### src/esmt_pkg.sv
// Shared types, constants and scale table for the encoder speed estimator.
// No dependencies; every other file in src except esmt_ram imports this package.
`default_nettype none

package esmt_pkg;

	// Moving-average ring
	localparam int AVG_DEPTH = 8;
	localparam int RING_AW   = $clog2(AVG_DEPTH);
	localparam int SUM_W     = 32 + RING_AW;
	localparam bit AVG_POW2  = ((AVG_DEPTH & (AVG_DEPTH - 1)) == 0);

	// Datapath widths
	localparam int NUM_W      = 64;          // dividend: pulses * unit scale
	localparam int DEN_W      = 42;          // counts_per_rev * window_us
	localparam int DIV_W      = DEN_W + 16;  // divisor, with rad/s shift
	localparam int DSH_W      = DIV_W + 31;  // divisor aligned to quotient msb
	localparam int SCALE_W    = 47;
	localparam int SCALE_LO_W = 24;
	localparam int SCALE_HI_W = SCALE_W - SCALE_LO_W;
	localparam int DIV_ITER   = 32;
	localparam int ITER_W     = 5;

	// 60 s * 10^6 us: rpm above limit <=> RPM_US > limit * period
	localparam logic [47:0] RPM_US = 48'd60000000;

	// Configuration port
	localparam int CFG_AW = 5;
	localparam logic [2:0] REG_UNIT   = 3'd0;
	localparam logic [2:0] REG_WINDOW = 3'd1;
	localparam logic [2:0] REG_CPR    = 3'd2;
	localparam logic [2:0] REG_LOW    = 3'd3;
	localparam logic [2:0] REG_FAST   = 3'd4;

	localparam logic [1:0]  RST_UNIT   = 2'd0;
	localparam logic [25:0] RST_WINDOW = 26'd1000000;
	localparam logic [15:0] RST_CPR    = 16'd960;
	localparam logic [15:0] RST_LOW    = 16'd10;
	localparam logic [15:0] RST_FAST   = 16'd35;

	// Output unit codes
	localparam logic [1:0] UNIT_RPM  = 2'd0;
	localparam logic [1:0] UNIT_RPS  = 2'd1;
	localparam logic [1:0] UNIT_HZ   = 2'd2;
	localparam logic [1:0] UNIT_RADS = 2'd3;

	typedef struct packed {
		logic [1:0]  unit_sel;
		logic [25:0] window_us;
		logic [15:0] counts_per_rev;
		logic [15:0] low_pulse_limit;
		logic [15:0] fast_rpm_limit;
	} cfg_t;

	typedef struct packed {
		logic load;      // latch input word, start products
		logic mode;      // decide mode, read old ring entry
		logic mul_lo;    // low partial product, select divisor
		logic mul_hi;    // high partial product, form dividend
		logic div_set;   // load divider with speed operands
		logic avg_set;   // load divider with ring sum
		logic div_step;  // one quotient bit
		logic ring;      // store speed, update running sum
		logic emit;      // hand result to output register
	} cmd_t;

	typedef struct packed {
		logic skip;      // speed is saturated or zero, no divide needed
	} stat_t;

	typedef struct packed {
		logic [31:0] speed_avg;
		logic        count_mode;
		logic        start_period_timer;
		logic        stop_period_timer;
	} res_t;

	// 256 * 10^6 times the unit factor (60 for rpm, 2*pi in Q16 for rad/s)
	function automatic logic [SCALE_W-1:0] unit_scale(input logic [1:0] u);
		logic [SCALE_W-1:0] k;
		case (u)
			UNIT_RPM:  k = 47'd15360000000;
			UNIT_RPS:  k = 47'd256000000;
			UNIT_HZ:   k = 47'd256000000;
			UNIT_RADS: k = 47'd105414400000000;
			default:   k = 47'd256000000;
		endcase
		return k;
	endfunction

endpackage

`default_nettype wire

### src/esmt_ram.sv
// Generic single-port-write, single-port-read RAM with registered read data.
// Standalone; no package dependency.
`default_nettype none

module esmt_ram #(
	parameter int WIDTH = 32,
	parameter int DEPTH = 8
) (
	input  logic                     clk,
	input  logic                     we,
	input  logic [$clog2(DEPTH)-1:0] waddr,
	input  logic [WIDTH-1:0]         wdata,
	input  logic                     re,
	input  logic [$clog2(DEPTH)-1:0] raddr,
	output logic [WIDTH-1:0]         rdata
);

	logic [WIDTH-1:0] mem [DEPTH];

	// Write port
	always_ff @(posedge clk) begin
		if (we) begin
			mem[waddr] <= wdata;
		end
	end

	// Registered read port
	always_ff @(posedge clk) begin
		if (re) begin
			rdata <= mem[raddr];
		end
	end

endmodule

`default_nettype wire

### src/esmt_ctrl.sv
// Sequencer of the speed estimator: walks one word through mode decision,
// products, division, ring update and averaging. Depends on esmt_pkg.
`default_nettype none

module esmt_ctrl (
	input  logic            clk,
	input  logic            arst_n,
	input  logic            in_valid,
	input  logic            out_free,
	input  esmt_pkg::stat_t stat,
	output logic            in_ready,
	output esmt_pkg::cmd_t  cmd
);

	import esmt_pkg::*;

	typedef enum logic [9:0] {
		S_IDLE    = 10'b00_0000_0001,
		S_MODE    = 10'b00_0000_0010,
		S_MUL_LO  = 10'b00_0000_0100,
		S_MUL_HI  = 10'b00_0000_1000,
		S_DIV_SET = 10'b00_0001_0000,
		S_DIV_RUN = 10'b00_0010_0000,
		S_RING    = 10'b00_0100_0000,
		S_AVG_SET = 10'b00_1000_0000,
		S_AVG_RUN = 10'b01_0000_0000,
		S_DONE    = 10'b10_0000_0000
	} state_t;

	state_t            state_q, state_d;
	logic [ITER_W-1:0] cnt_q;
	logic              accept;
	logic              last_iter;

	assign in_ready  = (state_q == S_IDLE);
	assign accept    = in_valid && in_ready;
	assign last_iter = (cnt_q == ITER_W'(DIV_ITER - 1));

	// Next state
	always_comb begin
		state_d = state_q;
		case (state_q)
			S_IDLE:    if (accept) state_d = S_MODE;
			S_MODE:    state_d = S_MUL_LO;
			S_MUL_LO:  state_d = S_MUL_HI;
			S_MUL_HI:  state_d = S_DIV_SET;
			S_DIV_SET: state_d = stat.skip ? S_RING : S_DIV_RUN;
			S_DIV_RUN: if (last_iter) state_d = S_RING;
			S_RING:    state_d = AVG_POW2 ? S_DONE : S_AVG_SET;
			S_AVG_SET: state_d = S_AVG_RUN;
			S_AVG_RUN: if (last_iter) state_d = S_DONE;
			S_DONE:    if (out_free) state_d = S_IDLE;
			default:   state_d = S_IDLE;
		endcase
	end

	// Commands to the datapath
	always_comb begin
		cmd          = '0;
		cmd.load     = accept;
		cmd.mode     = (state_q == S_MODE);
		cmd.mul_lo   = (state_q == S_MUL_LO);
		cmd.mul_hi   = (state_q == S_MUL_HI);
		cmd.div_set  = (state_q == S_DIV_SET);
		cmd.avg_set  = (state_q == S_AVG_SET);
		cmd.div_step = (state_q == S_DIV_RUN) || (state_q == S_AVG_RUN);
		cmd.ring     = (state_q == S_RING);
		cmd.emit     = (state_q == S_DONE) && out_free;
	end

	// State and iteration counter
	always_ff @(posedge clk or negedge arst_n) begin
		if (!arst_n) begin
			state_q <= S_IDLE;
			cnt_q   <= '0;
		end else begin
			state_q <= state_d;
			if (cmd.div_set || cmd.avg_set) begin
				cnt_q <= '0;
			end else if (cmd.div_step) begin
				cnt_q <= cnt_q + ITER_W'(1);
			end
		end
	end

	a_accept_busy: assert property (@(posedge clk) disable iff (!arst_n)
		accept |=> !in_ready)
		else $error("input taken while a word is in flight");

	a_cnt_cleared: assert property (@(posedge clk) disable iff (!arst_n)
		(state_q == S_DIV_SET || state_q == S_AVG_SET) |=> cnt_q == '0)
		else $error("divide counter not cleared at start");

	a_emit_free: assert property (@(posedge clk) disable iff (!arst_n)
		cmd.emit |-> (out_free && !in_ready))
		else $error("result emitted into a full output register");

endmodule

`default_nettype wire

### src/esmt_dp.sv
// Datapath of the speed estimator: mode logic, products, shared restoring
// divider, ring store with running sum. Depends on esmt_pkg and esmt_ram.
`default_nettype none

module esmt_dp (
	input  logic            clk,
	input  logic            arst_n,
	input  esmt_pkg::cfg_t  cfg,
	input  esmt_pkg::cmd_t  cmd,
	input  logic [15:0]     pulse_count,
	input  logic [31:0]     rev_period_us,
	output esmt_pkg::stat_t stat,
	output esmt_pkg::res_t  res
);

	import esmt_pkg::*;

	// Input word and first products
	logic [15:0]        pulses_q;
	logic [31:0]        period_q;
	logic [47:0]        fast_prod_q;
	logic [DEN_W-1:0]   den_cd_q;
	// Mode state
	logic               mode_q, first_q, start_q, stop_q;
	// Dividend and divisor
	logic [39:0]        prod_lo_q;
	logic [NUM_W-1:0]   num_q;
	logic [DIV_W-1:0]   d_q;
	logic               sat_q, zero_q;
	// Divider
	logic [NUM_W-1:0]   rem_q;
	logic [DSH_W-1:0]   dsh_q;
	logic [31:0]        quot_q;
	// Ring
	logic [RING_AW-1:0] ptr_q;
	logic [AVG_DEPTH-1:0] valid_q;
	logic [SUM_W-1:0]   sum_q;
	logic [31:0]        rdata;

	logic [15:0]           cpr1, low_unused_w;
	logic [25:0]           win1;
	logic                  fast_w, sat_w, zero_w, ge_w;
	logic [15:0]           sel_in;
	logic [SCALE_W-1:0]    scale;
	logic [DEN_W-1:0]      den_sel;
	logic [38:0]           prod_hi_w;
	logic [31:0]           speed_w, old_w, avg_w;

	// Treat a zero divisor register as one
	assign cpr1 = (cfg.counts_per_rev == '0) ? 16'd1 : cfg.counts_per_rev;
	assign win1 = (cfg.window_us == '0) ? 26'd1 : cfg.window_us;
	assign low_unused_w = cfg.low_pulse_limit;

	// Zero period counts as fast
	assign fast_w = (period_q == '0) || (RPM_US > fast_prod_q);

	assign sel_in    = mode_q ? pulses_q : 16'd1;
	assign scale     = unit_scale(cfg.unit_sel);
	assign den_sel   = mode_q ? den_cd_q : DEN_W'(period_q);
	assign prod_hi_w = 39'(sel_in) * 39'(scale[SCALE_W-1:SCALE_LO_W]);

	// Quotient would not fit 32 bits
	assign sat_w  = (DIV_W'(num_q[NUM_W-1:32]) >= d_q);
	assign zero_w = !mode_q && (period_q == '0);
	assign stat.skip = sat_w || zero_w;

	assign ge_w    = ({{(DSH_W - NUM_W){1'b0}}, rem_q} >= dsh_q);
	assign speed_w = zero_q ? 32'd0 : (sat_q ? 32'hFFFF_FFFF : quot_q);
	assign old_w   = valid_q[ptr_q] ? rdata : 32'd0;
	assign avg_w   = AVG_POW2 ? sum_q[RING_AW +: 32] : quot_q;

	// Latch input word and start products
	always_ff @(posedge clk) begin
		if (cmd.load) begin
			pulses_q    <= pulse_count;
			period_q    <= rev_period_us;
			fast_prod_q <= 48'(cfg.fast_rpm_limit) * 48'(rev_period_us);
			den_cd_q    <= DEN_W'(cpr1) * DEN_W'(win1);
		end
	end

	// Mode switch, not on the first word
	always_ff @(posedge clk or negedge arst_n) begin
		if (!arst_n) begin
			mode_q  <= 1'b1;
			first_q <= 1'b1;
			start_q <= 1'b0;
			stop_q  <= 1'b0;
		end else if (cmd.mode) begin
			first_q <= 1'b0;
			start_q <= !first_q && mode_q && (pulses_q < low_unused_w);
			stop_q  <= !first_q && !mode_q && fast_w;
			if (!first_q) begin
				if (!mode_q && fast_w) begin
					mode_q <= 1'b1;
				end else if (mode_q && (pulses_q < low_unused_w)) begin
					mode_q <= 1'b0;
				end
			end
		end
	end

	// Dividend in two partial products, divisor by mode and unit
	always_ff @(posedge clk) begin
		if (cmd.mul_lo) begin
			prod_lo_q <= 40'(sel_in) * 40'(scale[SCALE_LO_W-1:0]);
			d_q <= (cfg.unit_sel == UNIT_RADS) ? {den_sel, 16'b0} : DIV_W'(den_sel);
		end
		if (cmd.mul_hi) begin
			num_q <= (NUM_W'(prod_hi_w) << SCALE_LO_W) + NUM_W'(prod_lo_q);
		end
		if (cmd.div_set) begin
			sat_q  <= sat_w;
			zero_q <= zero_w;
		end
	end

	// Shared restoring divider, one quotient bit per step
	always_ff @(posedge clk) begin
		if (cmd.div_set) begin
			rem_q  <= num_q;
			dsh_q  <= {d_q, 31'b0};
			quot_q <= '0;
		end else if (cmd.avg_set) begin
			rem_q  <= NUM_W'(sum_q);
			dsh_q  <= DSH_W'(AVG_DEPTH) << 31;
			quot_q <= '0;
		end else if (cmd.div_step) begin
			if (ge_w) begin
				rem_q <= rem_q - dsh_q[NUM_W-1:0];
			end
			quot_q <= {quot_q[30:0], ge_w};
			dsh_q  <= dsh_q >> 1;
		end
	end

	// Ring store; old entry read during mode decision
	esmt_ram #(
		.WIDTH(32),
		.DEPTH(AVG_DEPTH)
	) u_ring (
		.clk   (clk),
		.we    (cmd.ring),
		.waddr (ptr_q),
		.wdata (speed_w),
		.re    (cmd.mode),
		.raddr (ptr_q),
		.rdata (rdata)
	);

	// Running sum, pointer and valid bits
	always_ff @(posedge clk or negedge arst_n) begin
		if (!arst_n) begin
			ptr_q   <= '0;
			valid_q <= '0;
			sum_q   <= '0;
		end else if (cmd.ring) begin
			sum_q          <= sum_q - SUM_W'(old_w) + SUM_W'(speed_w);
			valid_q[ptr_q] <= 1'b1;
			ptr_q <= (ptr_q == RING_AW'(AVG_DEPTH - 1)) ? '0 : ptr_q + RING_AW'(1);
		end
	end

	assign res.speed_avg          = avg_w;
	assign res.count_mode         = mode_q;
	assign res.start_period_timer = start_q;
	assign res.stop_period_timer  = stop_q;

	a_flags_excl: assert property (@(posedge clk) disable iff (!arst_n)
		!(start_q && stop_q))
		else $error("both timer flags set");

	a_flags_mode: assert property (@(posedge clk) disable iff (!arst_n)
		(!start_q || !mode_q) && (!stop_q || mode_q))
		else $error("timer flag disagrees with mode");

	a_first_once: assert property (@(posedge clk) disable iff (!arst_n)
		!first_q |=> !first_q)
		else $error("first-word mark came back");

endmodule

`default_nettype wire

### src/encoder_speed_mt_estimator.sv
// Top level of the encoder speed estimator (M/T method, moving average):
// APB register file, output register, sequencer and datapath.
// Depends on esmt_pkg, esmt_ctrl, esmt_dp (and esmt_ram through esmt_dp).
//
//   channel   handshake              word
//   -------   --------------------   -------------------------------------------
//   in        in_valid / in_ready    pulse_count, rev_period_us
//   out       out_valid / out_ready  speed_avg, count_mode, start/stop_period_timer
//   cfg       APB psel/penable       paddr, pwdata, prdata (pready tied high)
//
// A word passes from acceptance through mode decision, products and the 32-step
// restoring divider to the output register; a ring depth that is not a power of two
// adds a second 32-step divide for the average. The next word is accepted the cycle
// after the result is registered. Zero or saturated speeds bypass the speed divide.
// Reset sets count mode and clears ring valid bits, running sum and pointer at once.
// A stalled output holds the result; the block then holds one more word.
`default_nettype none

module encoder_speed_mt_estimator (
	input  logic                         clk,
	input  logic                         arst_n,
	// Input channel
	input  logic                         in_valid,
	output logic                         in_ready,
	input  logic [15:0]                  pulse_count,
	input  logic [31:0]                  rev_period_us,
	// Output channel
	output logic                         out_valid,
	input  logic                         out_ready,
	output logic [31:0]                  speed_avg,
	output logic                         count_mode,
	output logic                         start_period_timer,
	output logic                         stop_period_timer,
	// Configuration port
	input  logic                         psel,
	input  logic                         penable,
	input  logic                         pwrite,
	input  logic [esmt_pkg::CFG_AW-1:0]  paddr,
	input  logic [31:0]                  pwdata,
	output logic [31:0]                  prdata,
	output logic                         pready
);

	import esmt_pkg::*;

	cfg_t  cfg_q;
	cmd_t  cmd;
	stat_t stat;
	res_t  res, res_q;
	logic  out_valid_q;
	logic  out_free;
	logic  wr_en;
	logic [2:0] reg_idx;

	assign pready  = 1'b1;
	assign wr_en   = psel && penable && pwrite;
	assign reg_idx = paddr[CFG_AW-1:2];

	// Register writes, masked to width
	always_ff @(posedge clk or negedge arst_n) begin
		if (!arst_n) begin
			cfg_q.unit_sel        <= RST_UNIT;
			cfg_q.window_us       <= RST_WINDOW;
			cfg_q.counts_per_rev  <= RST_CPR;
			cfg_q.low_pulse_limit <= RST_LOW;
			cfg_q.fast_rpm_limit  <= RST_FAST;
		end else if (wr_en) begin
			case (reg_idx)
				REG_UNIT:   cfg_q.unit_sel        <= pwdata[1:0];
				REG_WINDOW: cfg_q.window_us       <= pwdata[25:0];
				REG_CPR:    cfg_q.counts_per_rev  <= pwdata[15:0];
				REG_LOW:    cfg_q.low_pulse_limit <= pwdata[15:0];
				REG_FAST:   cfg_q.fast_rpm_limit  <= pwdata[15:0];
				default:    ;
			endcase
		end
	end

	// Register reads
	always_comb begin
		case (reg_idx)
			REG_UNIT:   prdata = {30'b0, cfg_q.unit_sel};
			REG_WINDOW: prdata = {6'b0, cfg_q.window_us};
			REG_CPR:    prdata = {16'b0, cfg_q.counts_per_rev};
			REG_LOW:    prdata = {16'b0, cfg_q.low_pulse_limit};
			REG_FAST:   prdata = {16'b0, cfg_q.fast_rpm_limit};
			default:    prdata = '0;
		endcase
	end

	esmt_ctrl u_ctrl (
		.clk      (clk),
		.arst_n   (arst_n),
		.in_valid (in_valid),
		.out_free (out_free),
		.stat     (stat),
		.in_ready (in_ready),
		.cmd      (cmd)
	);

	esmt_dp u_dp (
		.clk           (clk),
		.arst_n        (arst_n),
		.cfg           (cfg_q),
		.cmd           (cmd),
		.pulse_count   (pulse_count),
		.rev_period_us (rev_period_us),
		.stat          (stat),
		.res           (res)
	);

	// Output register: hold the word until taken
	assign out_free = !out_valid_q || out_ready;

	always_ff @(posedge clk or negedge arst_n) begin
		if (!arst_n) begin
			out_valid_q <= 1'b0;
		end else if (cmd.emit) begin
			out_valid_q <= 1'b1;
		end else if (out_ready) begin
			out_valid_q <= 1'b0;
		end
	end

	always_ff @(posedge clk) begin
		if (cmd.emit) begin
			res_q <= res;
		end
	end

	assign out_valid          = out_valid_q;
	assign speed_avg          = res_q.speed_avg;
	assign count_mode         = res_q.count_mode;
	assign start_period_timer = res_q.start_period_timer;
	assign stop_period_timer  = res_q.stop_period_timer;

endmodule

`default_nettype wire
### config.mk
export PLATFORM = sky130hd
export DESIGN_NAME = encoder_speed_mt_estimator
export DESIGN_NICKNAME = d
export VERILOG_FILES = /design/src/esmt_pkg.sv /design/src/esmt_ram.sv /design/src/esmt_ctrl.sv /design/src/esmt_dp.sv /design/src/encoder_speed_mt_estimator.sv
export SDC_FILE = /design/constraint.sdc
export NUM_CORES = 2
export LEC_CHECK = 0
export BUFFER_PORTS_ARGS = -buffer_cell sky130_fd_sc_hd__buf_2
export CAP_MARGIN = 15
export CORE_ASPECT_RATIO = 2
export CORE_MARGIN = 1
export CORE_UTILIZATION = 65
export CTS_CLUSTER_DIAMETER = 50
export DETAILED_ROUTE_END_ITERATION = 10
export PLACE_DENSITY_LB_ADDON = 0.05
export SLEW_MARGIN = 5
export SYNTH_ARGS = -nofsm -noshare
export SYNTH_HDL_FRONTEND = slang
export SYNTH_HIERARCHICAL = 1
export SYNTH_SLANG_ARGS = --single-unit
### constraint.sdc
create_clock -name clk -period 10.5 [get_ports clk]
set_input_delay 2.1 -clock clk [delete_from_list [all_inputs] [get_ports clk]]
set_output_delay 2.1 -clock clk [all_outputs]
set_load 0.02 [all_outputs]
; After elaboration in Yosys (flattened, before gate mapping)
; Memories as Yosys holds them, arrays and structs flattened. A register that Yosys moved wholly into a read port is not among the register bits.
; Index checks and enable logic that the tools add are counted.
[word_totals]
romBits = 0
ff_bits = 664
latchBits = 0
memories = 1
mem_bits_rw = 256
in_bits = 92
output_inout_bits = 70
[classes]
mux = 36
n_reduce_logical = 40
multipliers = 4
eq_ne = 23
n_div = 0
magnitude_cmp = 6
shifts = 0
add_sub_neg = 6
n_bitwise = 2
[mem_list]
columns = memory, depth, word_bits, rd, rd_clocked_by_memory_dff, write_ports, line_no
row1 = u_dp.u_ring.mem, 8, 32, 1, 1, 1, esmt_ram.sv:18  ; logic [WIDTH-1:0] mem [DEPTH];
[op_table]
columns = cell, n
row1 = 2-to-1 mux 89 bit, 3
row2 = 2-to-1 mux 64 bit, 4
row3 = case mux 47 bit (3 select lines), 1
row4 = case mux 26 bit (5 select lines), 1
row5 = case mux 10 bit (10 select lines), 1
row6 = 2-to-1 mux 32 bit, 3
row7 = >= comparator 64 x 89 -> 1 bit, 1
row8 = 2-to-1 mux 42 bit, 2
row9 = adder 63 x 40 -> 64 bit, 1
row10 = subtractor 64 bit, 1
row11 = >= comparator 32 x 58 -> 1 bit, 1
row12 = greater-than comparator 26 x 48 -> 1 bit (first input constant), 1
row13 = multiplier 16 x 32 -> 48 bit, 1
row14 = multiplier 16 x 26 -> 42 bit, 1
row15 = multiplier 16 x 24 -> 40 bit, 1
row16 = 2-to-1 mux 10 bit, 4
row17 = multiplier 16 x 23 -> 39 bit, 1
row18 = adder 35 x 32 -> 35 bit, 1
row19 = subtractor 35 x 32 -> 35 bit, 1
row20 = logical NOT 32 bit, 1
row21 = 2-to-1 mux 16 bit, 2
row22 = logical NOT 26 bit, 1
row23 = 2-to-1 mux 26 bit, 1
row24 = logical NOT 16 bit, 1
row25 = other kinds (42), 81

; Logic depth before layout (Yosys ltp)
[depth]
word_depth = 5
depth_mapped = 39

; By module
; The synthesis kept the hierarchy.
[modules_own_cells]
columns = mod, seq_area_each_um2, n_inst, area_each_um2, cells_each
row1 = esmt_dp, 14166.1, 1, 70438.8, 7373
row2 = esmt_ram, 8648.3, 1, 10786.6, 415
row3 = encoder_speed_mt_estimator, 2997.9, 1, 4585.6, 275
row4 = esmt_ctrl, 326.6, 1, 829.5, 97

; Least setup slack after synthesis
; Ideal clock, no wire load.
[synth_timing]
path_type = register to register
from = register u_dp.mode_q
to = register u_dp.num_q[62], data pin
required_ns = 10.238
stages_incl_launch_ff = 34
arrival_time_ns = 8.521
n_path_buf = 3
path_slack_ns = 1.717
period_less_slack_ns = 8.783
path_cell_list = dfstp_2 > clkbuf_1 > buf_1 > clkbuf_1 > nand2_1 > nor2_1 > inv_1 > fa_1 > inv_1 > fa_1 > fa_1 > inv_1 > fa_1 > inv_1 > fa_1 > inv_1 > fa_1 > inv_1 > ha_1 > and3_1 > o21a_1 > a31oi_1 > xnor2_1 > ha_1 > a21oi_1 > o21bai_1 > nor3_1 > a211oi_1 > and3_1 > and4_1 > nand3_1 > nor3_1 > nand3b_1 > xnor2_1
[synth_between]
elab_chain_cells = 3
[synth_rtl]
columns = item, line_no
row1 = start: declaration, esmt_dp.sv:24  ; logic mode_q, first_q, start_q, stop_q;
row2 = start signal: assignment, esmt_dp.sv:85  ; mode_q <= 1'b1;
row3 = start signal: assignment, esmt_dp.sv:95  ; mode_q <= 1'b1;
row4 = start signal: assignment, esmt_dp.sv:97  ; mode_q <= 1'b0;
row5 = 2-to-1 mux 16 bit, esmt_dp.sv:57  ; assign sel_in = mode_q ? pulses_q : 16'd1;
row6 = multiplier 16 x 23 -> 39 bit, esmt_dp.sv:60  ; assign prod_hi_w = 39'(sel_in) * 39'(scale[SCALE_W-1:SCALE_LO_W]);
row7 = adder 63 x 40 -> 64 bit, esmt_dp.sv:110  ; num_q <= (NUM_W'(prod_hi_w) << SCALE_LO_W) + NUM_W'(prod_lo_q);
row8 = end signal: assignment, esmt_dp.sv:110
row9 = end: declaration, esmt_dp.sv:27  ; logic [NUM_W-1:0] num_q;
; No other way between the ends.
; A chain may end at the register's enable or synchronous reset.

; Worst setup path after layout
[layout_timing]
from = register cfg_q[74] (netlist name)
to = register u_dp.num_q[62], data pin
[layout_between]
elab_chain_cells = 5
[layout_rtl]
columns = item, line_no
row1 = start: declaration, encoder_speed_mt_estimator.sv:46  ; cfg_t cfg_q;
row2 = == test 2 x 1 -> 1 bit / == test 2 bit (equally long branches), esmt_pkg.sv:81  ; case (u)
row3 = OR reduction 2 bit (no line), --
row4 = case mux 47 bit (3 select lines) *, esmt_pkg.sv:81
row5 = multiplier 16 x 23 -> 39 bit *, esmt_dp.sv:60
row6 = adder 63 x 40 -> 64 bit *, esmt_dp.sv:110
; Every way passes the cells marked *; elsewhere a longest branch is shown, timed or not. The select of a mux whose other input is x is not followed.

==> results.yml <==
status:
  status: "complete, no violations"
hold_path:
  hold_end: "u_dp/num_q[16]"
  hold_path_class: "reg2reg"
  holdPathStages: 0
  hp-start: "u_dp/prod_lo_q[16]"
timing:
  slew-limit-headroom: 0.1510
  min_period_over_period: 0.9207
  final-setup-viol-count: 0
  final_max_slew_viol_count: 0
  hold_violations: 0
  finalCriticalPeriod_ns: 9.667
  tightestPinTransition_ns: 1.262
  grt_setup_unrepaired: "false"
  worst_clock_skew_ns: 0.07734
  setup_total_negative_slack_ns: 0
  max_freq_mhz: 103.4
layout:
  area_growth_pct: 5.979
  layout_common_cells: "sky130_fd_sc_hd__inv_1 (1502), sky130_fd_sc_hd__fa_1 (1088), sky130_fd_sc_hd__nand2_1 (873)"
  final.fill_count: 10176
  fraction_of_layout_cells_with_a_size_suffix_above_1: 0.08266
  finish.utilization: 0.6934
  multi_input_comb_area_mm2: 0.05334
  seqCellArea_mm2: 0.02615
  layout.cells.most_common: "sky130_fd_sc_hd__inv_1"
  finish.net_count: 9940
power_and_ir_drop:
  cell_internal_pwr_mw: 14.33
  p_seq_frac: 0.212
  power.switching_mw: 12.48
  power_leakage_nw: 42.05
  power.density_cell_area_mw_per_mm2: 292.0
  worst_ir_drop_vdd_v: 0.0004790
  share_clk_of_total_power: 0.127
  swShare: 0.4656
  fin_total_pwr_mw: 26.81
  combinational_power_share: 0.661
drt:
  via_count: 60069
  detail_route.first_pass.iterations: 8
  totalWireLength_um: 244600
  wire_per_inst_um: 24.68
  viasPerCell: 6.061
  remaining_drc_errors: 0
  ant_nets: 0
  number_of_drc_markers_after_the_initial_detailed_route_iteration: 3651
yosys:
  yosys_register_bits: 914
  synth-edff-count: 711
  async_flop_share: 0.1532
  synthesis.area_mm2: 0.08664
  yosysSeqAreaShare: 0.3017
  synth-warning-count: 6
  dominantRegCellSynth: "sky130_fd_sc_hd__edfxtp_1"
  post_synth.cell_area_avg_um2: 10.62
  post_synth_num_cell_types: 97
  syn_inst: 8160
floorplan:
  pin_count: 162
  die-area_mm2: 0.1348
  chipWidth_um: 260.2
  floorplan.core_area_mm2: 0.1324
  floorplan.rows: 189
  floorplan.initialDensity: 0.6543
  chipHeight_um: 518.3
setup_path:
  start_kind: "flip-flop"
  cpMaxStageDelayCell: "sky130_fd_sc_hd__fa_1"
  rr_startpoint: "cfg_q[74]"
  top_cell_by_count_worst_path: "sky130_fd_sc_hd__fa_1"
  regToRegSetupSlack_ns: 0.83
  critPathMaxFanout: 17
  r2r-end: "u_dp/num_q[62]"
  crit_path_max_incr_delay_ns: 0.88
  kind_of_critical_path: "reg2reg"
  worstRegToRegCells: 26
  arrival_ns: 10.10
  critical_path.endpoint_type: "flip-flop"
  timing.critical_path.required_ns: 10.94
cts:
  cts_root_buf: "sky130_fd_sc_hd__clkbuf_16"
  cts.repair_timing.setup_buffer_count: 0
  cts_tree: "done"
  clock_tree.htree_level_count: 3
  clockBufferDepth: 3
  clock_sink_count: 914
  worst_skew_pair.late_latency_ns: 0.73
  worst_setup_hold_path_clk_slew_ns: 0.07
  cts_made_buffers: 85
  cts_resized: 0
  hold_buffers: 0
run:
  max_cap_violations: 0
global_route:
  gr-usage-all-layers: 0.3719
  first_global_vias: 65704
  grt_first_pass_wirelength_um: 371300
  antenna_violations_before_repair: 21
  grt_start_max_net_pins: 76
  global_route.overflow_total: 0
place:
  buffer_ports.inserted: 146
  gp_congestion: 0.9807
  detailedPlacementHpwl_um: 190300
## power by group through the flow
stage,registers (mW),clock network [mW],logic (mW)
floorplan,5.36,0,13.1
global placement,5.73,0,17.0
detailed placement,5.74,0,17.5
CTS,5.67,3.45,17.6
global route,5.71,3.57,19.8
finish,5.69,3.40,17.7
## through the flow
stage,instances,hold WS [ns],setup WS (ns),area [um2]
2_1_floorplan,8165,0.4003,1.717,86660
3_3_place_gp,9739,0.4029,1.124,88650
3_5_place_dp,9739,0.4045,0.9919,88650
4_1_cts,9897,0.4205,0.9177,91790
5_1_grt,9901,0.4253,0.3184,91800
6_report,9910,0.4203,0.8327,91820
## state kept, by name, indices dropped and copies added, names as in the netlist, 8 cells and up
name and count:
cfg_q 76, speed_avg 32, u_ctrl/state_q 8, u_dp/d_q 58, u_dp/den_cd_q 42, u_dp/dsh_q 89
u_dp/fast_prod_q 40, u_dp/num_q 50, u_dp/period_q 32, u_dp/prod_lo_q 26, u_dp/pulses_q 16, u_dp/quot_q 32
u_dp/rem_q 64, u_dp/sum_q 35, u_dp/u_ring/mem 256, u_dp/u_ring/rdata 32, u_dp/valid_q 8
## kinds of logic (layout without fill, tap and decap cells)
logic type,count (synthesis),count (layout),share of synthesized area
and+or+nand+nor,2061,2061,0.1154
buffers and inverters,1877,1890,0.08432
adders and majority gates,1741,1741,0.3457
AOI/OAI and AO/OA,989,989,0.07446
DFF,914,914,0.3017
muxes,319,319,0.05245
xor gates and xnor gates,256,256,0.02588
other,3,21,0.0001300
## critical path: cells and delay by family, from the launching register on
| family | cells | cell delay (ns) |
|---|---|---|
| buffers and inverters | 5 | 0.53 |
| AO/OA/AOI/OAI | 5 | 1.37 |
| AND/OR/NAND/NOR | 6 | 1.76 |
| flip-flops | 1 | 0.60 |
| XOR/XNOR | 2 | 0.60 |
| adder cells (fa/ha/maj) | 8 | 4.51 |
## routing by layer
metal | part of all wire | up-vias | routed length, um | track usage
met5 | 0.00041 | - | 100 | 0
met4 | 0.10 | 16 | 24900 | 0.3238
met3 | 0.055 | 960 | 13540 | 0.05888
met2 | 0.54 | 2352 | 130900 | 0.6799
met1 | 0.31 | 30326 | 75160 | 0.3537
li1 | - | 26415 | - | -
## synth_stat cells, drive strengths merged (140+ instances only)
library cell | instances | share of area
edfxtp | 711 | 0.25
mux2 | 140 | 0.018
a21oi | 281 | 0.016
o21ai | 230 | 0.013
nor2 | 316 | 0.014
ha | 653 | 0.094
xnor2 | 177 | 0.018
a21o | 142 | 0.012
clkbuf | 279 | 0.012
nand2 | 873 | 0.038
fa | 1088 | 0.25
and2 | 349 | 0.025
inv | 1502 | 0.065
## layout make-up
type / instances / share of cell area
Multi-Input combinational cell: 5374 / 0.5809
Clock inverter: 53 / 0.008367
Timing Repair Buffer: 230 / 0.01489
Tap cell: 1719 / 0.02342
Clock buffer: 105 / 0.02584
Inverter: 1502 / 0.06140
Sequential cell: 914 / 0.2848
Antenna cell: 13 / 0.0003543
## how the worst max path moves through the flow
stage	end	cells past startpoint	startpoint
detailed placement	u_dp/num_q[62]	26	cfg_q[74]
global placement	u_dp/num_q[60]	30	u_dp/mode_q
finish	u_dp/num_q[62]	26	cfg_q[74]
CTS	u_dp/num_q[62]	26	cfg_q[74]
floorplan	u_dp/num_q[62]	33	u_dp/mode_q
global route	u_dp/num_q[62]	30	u_dp/mode_q
No activity file was read; power rests on OpenSTA's default activity.
